--- src/smqp_pkg.sv ---
// Shared types, sizes and codes for the stack and multi-queue pool.
// No dependencies; imported by smqp_qtable and the top module.
package smqp_pkg;

    // Pool geometry (queue count is a power of two: the queue number is
    // reduced by dropping its upper bits)
    localparam int NUM_QUEUES  = 32;
    localparam int POOL_NODES  = 1024;
    localparam int VALUE_WIDTH = 32;

    localparam int PTR_W    = $clog2(POOL_NODES);
    localparam int CNT_W    = $clog2(POOL_NODES + 1);
    localparam int QSEL_W   = $clog2(NUM_QUEUES);
    localparam int DATA_W   = 32;
    localparam int QIDX_W   = 5;
    localparam int OP_W     = 2;
    localparam int STATUS_W = 2;

    typedef logic [PTR_W-1:0]       t_ptr;
    typedef logic [CNT_W-1:0]       t_cnt;
    typedef logic [QSEL_W-1:0]      t_qsel;
    typedef logic [VALUE_WIDTH-1:0] t_val;

    typedef enum logic [OP_W-1:0] {
        OP_PUSH = 2'd0,
        OP_POP  = 2'd1,
        OP_ENQ  = 2'd2,
        OP_DEQ  = 2'd3
    } t_opcode;

    typedef enum logic [STATUS_W-1:0] {
        ST_OK          = 2'd0,
        ST_STACK_EMPTY = 2'd1,
        ST_QUEUE_EMPTY = 2'd2,
        ST_POOL_FULL   = 2'd3
    } t_status;

    typedef enum logic [1:0] {
        S_IDLE,
        S_EXEC,
        S_LINK
    } t_state;

    // One queue descriptor as read from the queue table
    typedef struct packed {
        logic nonempty;
        t_ptr head;
        t_ptr tail;
    } t_qentry;

    // Update request to the queue table
    typedef struct packed {
        logic wr_head;
        logic wr_tail;
        logic set_ne;
        logic clr_ne;
        t_ptr head;
        t_ptr tail;
    } t_qupdate;

    // Input value to node width (zero-extended when the node is wider)
    function automatic t_val to_node(input logic [DATA_W-1:0] v);
        logic [63:0] w;
        w = {32'b0, v};
        return w[VALUE_WIDTH-1:0];
    endfunction

    // Node value back to the 32-bit result, sign-extended from node width
    function automatic logic [DATA_W-1:0] widen(input t_val v);
        logic [63:0] w;
        w = 64'($signed(v));
        return w[DATA_W-1:0];
    endfunction

endpackage

--- src/smqp_qtable.sv ---
// Queue descriptor table: head, tail and nonempty flag per queue.
// Depends on smqp_pkg.
module smqp_qtable
    import smqp_pkg::*;
(
    input  logic     i_clk,
    input  logic     i_rst_n,
    input  t_qsel    i_addr,
    input  t_qupdate i_upd,
    output t_qentry  o_entry
);

    t_ptr                  r_head [NUM_QUEUES];
    t_ptr                  r_tail [NUM_QUEUES];
    logic [NUM_QUEUES-1:0] r_nonempty;

    // pointers: written only once a queue is used, no reset
    always_ff @(posedge i_clk) begin
        if (i_upd.wr_head) begin
            r_head[i_addr] <= i_upd.head;
        end
        if (i_upd.wr_tail) begin
            r_tail[i_addr] <= i_upd.tail;
        end
    end

    // nonempty flags
    always_ff @(posedge i_clk) begin
        if (!i_rst_n) begin
            r_nonempty <= '0;
        end else if (i_upd.set_ne) begin
            r_nonempty[i_addr] <= 1'b1;
        end else if (i_upd.clr_ne) begin
            r_nonempty[i_addr] <= 1'b0;
        end
    end

    assign o_entry.nonempty = r_nonempty[i_addr];
    assign o_entry.head     = r_head[i_addr];
    assign o_entry.tail     = r_tail[i_addr];

endmodule

--- config.mk ---
export PLATFORM = sky130hd
export DESIGN_NAME = smqp_qtable
export DESIGN_NICKNAME = d
export VERILOG_FILES = /design/src/smqp_pkg.sv /design/src/smqp_qtable.sv
export SDC_FILE = /design/constraint.sdc
export NUM_CORES = 1
export LEC_CHECK = 0
export BUFFER_PORTS_ARGS = -buffer_cell sky130_fd_sc_hd__buf_2
export CAP_MARGIN = 20
export CORE_MARGIN = 3
export CORE_UTILIZATION = 65
export CTS_BUF_LIST = sky130_fd_sc_hd__clkbuf_4 sky130_fd_sc_hd__clkbuf_8
export DETAILED_ROUTE_END_ITERATION = 16
export PLACE_DENSITY = 0.82
export SLEW_MARGIN = 30
export SYNTH_ARGS = -nofsm -noshare
export SYNTH_HDL_FRONTEND = slang
export SYNTH_SLANG_ARGS = --single-unit
export TNS_END_PERCENT = 1
--- constraint.sdc ---
create_clock -name i_clk -period 5.2 [get_ports i_clk]
set_clock_uncertainty 0.05 [all_clocks]
set_input_delay 1.04 -clock i_clk [delete_from_list [all_inputs] [get_ports i_clk]]
set_output_delay 1.04 -clock i_clk [all_outputs]
set_load 0.005 [all_outputs]
==> results.md <==
- Final Routed Wirelength: 59,300 um
- Hold Vio Cnt, Final: 0
- Post-CTS Hold Buffers: 0
- Layout area overhead: 11.2%
- Critical path data required time: between 4 and 5 ns
- Crit Path Class: input pin to output port
- RSZ-0062 raised after global routing: false
- Post-route ant nets: 0
- Critical path peak fanout: 32
- Synth Area in Compound Gates: under 10%
- Fin Hold WS: 0.437 ns
- Layout cells sized above 1: ~17%
- Die width: 207 um
- CP endpoint kind: output port
- XOR/XNOR Fraction of Synth Area: 0%
- Largest family of logic cells by synthesized area: multiplexers
- Drt wl/cell: 26.3 um
- Fmax: around 210 MHz
- CTS H-tree depth: 3
- FFs w/ async S/R, synth: 0%
- Post-CTS resize count: 0
- Syn_area_per_cell: 16.9 sq um
- Max VDD drop: roughly 0.00028 V
- Fillcell total: around 2,200
- Num CTS Buffers: roughly 100
- Simple-gate area share of the yosys netlist: 4.07%
- Post-Synth Adder-Cell Area: 0%
- Vias/cell: 6.55
- CTS Buffer Depth: 3
- Worst-margin pin slew: 1.04 ns
- Ranking of synthesized cells by area: edfxtp_1, mux2i_1, o22ai_1
- DR pass1 iterations: 5
- CTS sink cnt: 672
- Die area: between 40,000 and 50,000 sq um
- Status: finished, final reports clean
- FP Rows: 72
- Startpoint class of the critical path: input pin
- Max-cap violations: 0
- Worst Path Arrival: about 3.6 ns
- Multi-input gate area: 5980 sq um
- CTS tree: done
- GRT Util Overall: 28.3%
- Final TNS setup: 0 ns
- Routability Congestion: 0.872
- Nets@finish: around 1,700
- Sequential share of the synthesized area: approximately 76%
- Hold-critical path depth: 2
- Largest net degree at the start of global routing: 61
- Yosys reg bits: 672
- Mux cell area share after synthesis: 12.9%
- FF-to-FF setup slack: between 4 and 5 ns
- Dominant cell type by area after synthesis: edfxtp_1
- Fin crit share: around 90%
- I/O pin total: 52
- P_leak: 10.1 nW
- Post-synth top cells: edfxtp_1, mux2i_1, o22ai_1, nor2_1, nand2_1
- Synth unique cells: 29
- FF/Latch Area: 19,900 sq um
- Mapped Area: 26,200 sq um
- Post-Syn Instances: between 1,500 and 2,000
- R2R depth: 2
- Via count: 14,800
- Post-CTS Setup Bufs: 0
- Total grt overflow: 0
- Ys flop type: edfxtp_1
- DRC viols: 0
- Synth top area share: 73.5%
- Port Buf Inserts: 51
- Slew HR: 30.2%
- First-pass GRT wire length: around 89,000 um
- Initial antenna violation count: 1
- Worst min-delay path class: flop to flop
- PD cells: between 300 and 400 nW/um^2
- Post-DP HPWL: 36,400 um
- Drt initial violations: 1,896
- Initial Utilization: roughly 67%
- Final setup viols: 0
- Vias in the first global route: approximately 15,000
- Clk Latency, worst-skew pair: 0.65 ns
- Syn Nets: 1,579
- CTS clk-pin slew, worst paths: 0.06 ns
- Fin. max-slew vios: 0
- Post-route minimum period: roughly 4.7 ns
- Most common cell in the netlist: edfxtp_1
- Core footprint: 39,200 sq um
- CTS Root Cell: clkbuf_8
- EDFF count, synth: between 600 and 700
- Yosys warns: 0
- Die Ht: 207 um
==> power breakdown <==
group	switching (mW)	internal, mW
registers	0.0166	5.99
logic	0.362	0.173
clock network	1.91	2.17
total	2.29	8.33
==> layer usage <==
layer | track usage (%) | up-vias | wire [um]
met3 | 6.23 | 114 | 6480
met5 | 0 | - | 11
met1 | 41.5 | 7364 | 23300
li1 | - | 6389 | -
met4 | 8.32 | 2 | 1370
met2 | 43.7 | 905 | 28200
==> placed cells by master (no fill, tap or decap), types with 3 or more instances in the layout <==
master / Yosys / routed
edfxtp_1: 640 / 640
mux2i_1: 336 / 336
o22ai_1: 168 / 168
clkbuf_8: 0 / 105
nand2_1: 67 / 67
buf_2: 52 / 50
buf_4: 2 / 41
nor4_1: 42 / 40
clkbuf_4: 0 / 36
nor2_2: 0 / 35
nor2_1: 68 / 33
o21ai_0: 32 / 32
dfxtp_1: 32 / 32
clkinv_1: 0 / 31
a21boi_0: 30 / 30
clkinv_2: 0 / 7
nand4bb_1: 6 / 6
nor2b_1: 6 / 6
buf_12: 0 / 5
or4b_1: 4 / 4
nand4b_1: 4 / 4
nand3_1: 4 / 4
and2_1: 3 / 3
==> how the worst max path moves through the flow <==
stage,end,cells past startpoint,from,slack [ns]
2_1_floorplan,o_entry[0],7,i_addr[1],1.80
3_3_place_gp,o_entry[17],6,i_addr[2],0.57
3_5_place_dp,o_entry[17],6,i_addr[2],0.49
4_1_cts,o_entry[17],6,i_addr[2],0.48
5_1_grt,o_entry[14],6,i_addr[2],0.40
6_report,o_entry[9],6,i_addr[2],0.50
==> cells by family after synthesis <==
logic type / after synthesis
mux: 336
compound gates: 232
buf+inv: 93
flops: 672
simple gates: 215
==> through the flow <==
stage	util [%]	cell area [sq um]	power (mW)	cells	worst slack, ns
6_report	74.2	29100	10.6	2254	0.497
5_1_grt	74.2	29100	10.9	2253	0.398
4_1_cts	74.0	29000	10.6	2253	0.477
3_5_place_dp	69.1	27100	6.64	2070	0.487
3_3_place_gp	69.1	27100	6.62	2070	0.574
2_1_floorplan	-	26200	6.40	1548	1.80
==> registers in the layout (all words and copies together) (netlist names), named ones only <==
signal and flops:
r_tail 320, r_head 320
==> area by class of cell <==
cell class	count	share of cell area [%]
Multi-Input combinational cell	783	20.6
Antenna cell	1	0.00860
Tap cell	518	2.23
Clock buffer	141	5.90
Clock inverter	42	0.714
Timing Repair Buffer	97	2.31
Sequential cell	672	68.3
==> worst max-delay path: stages <==
cell	delay, ns
buf_2	0.40
or4b_1	0.80
o22ai_1	0.20
nor4_1	0.73
nand2_1	0.23
buf_2	0.19
(Power assumes the default switching activity.)
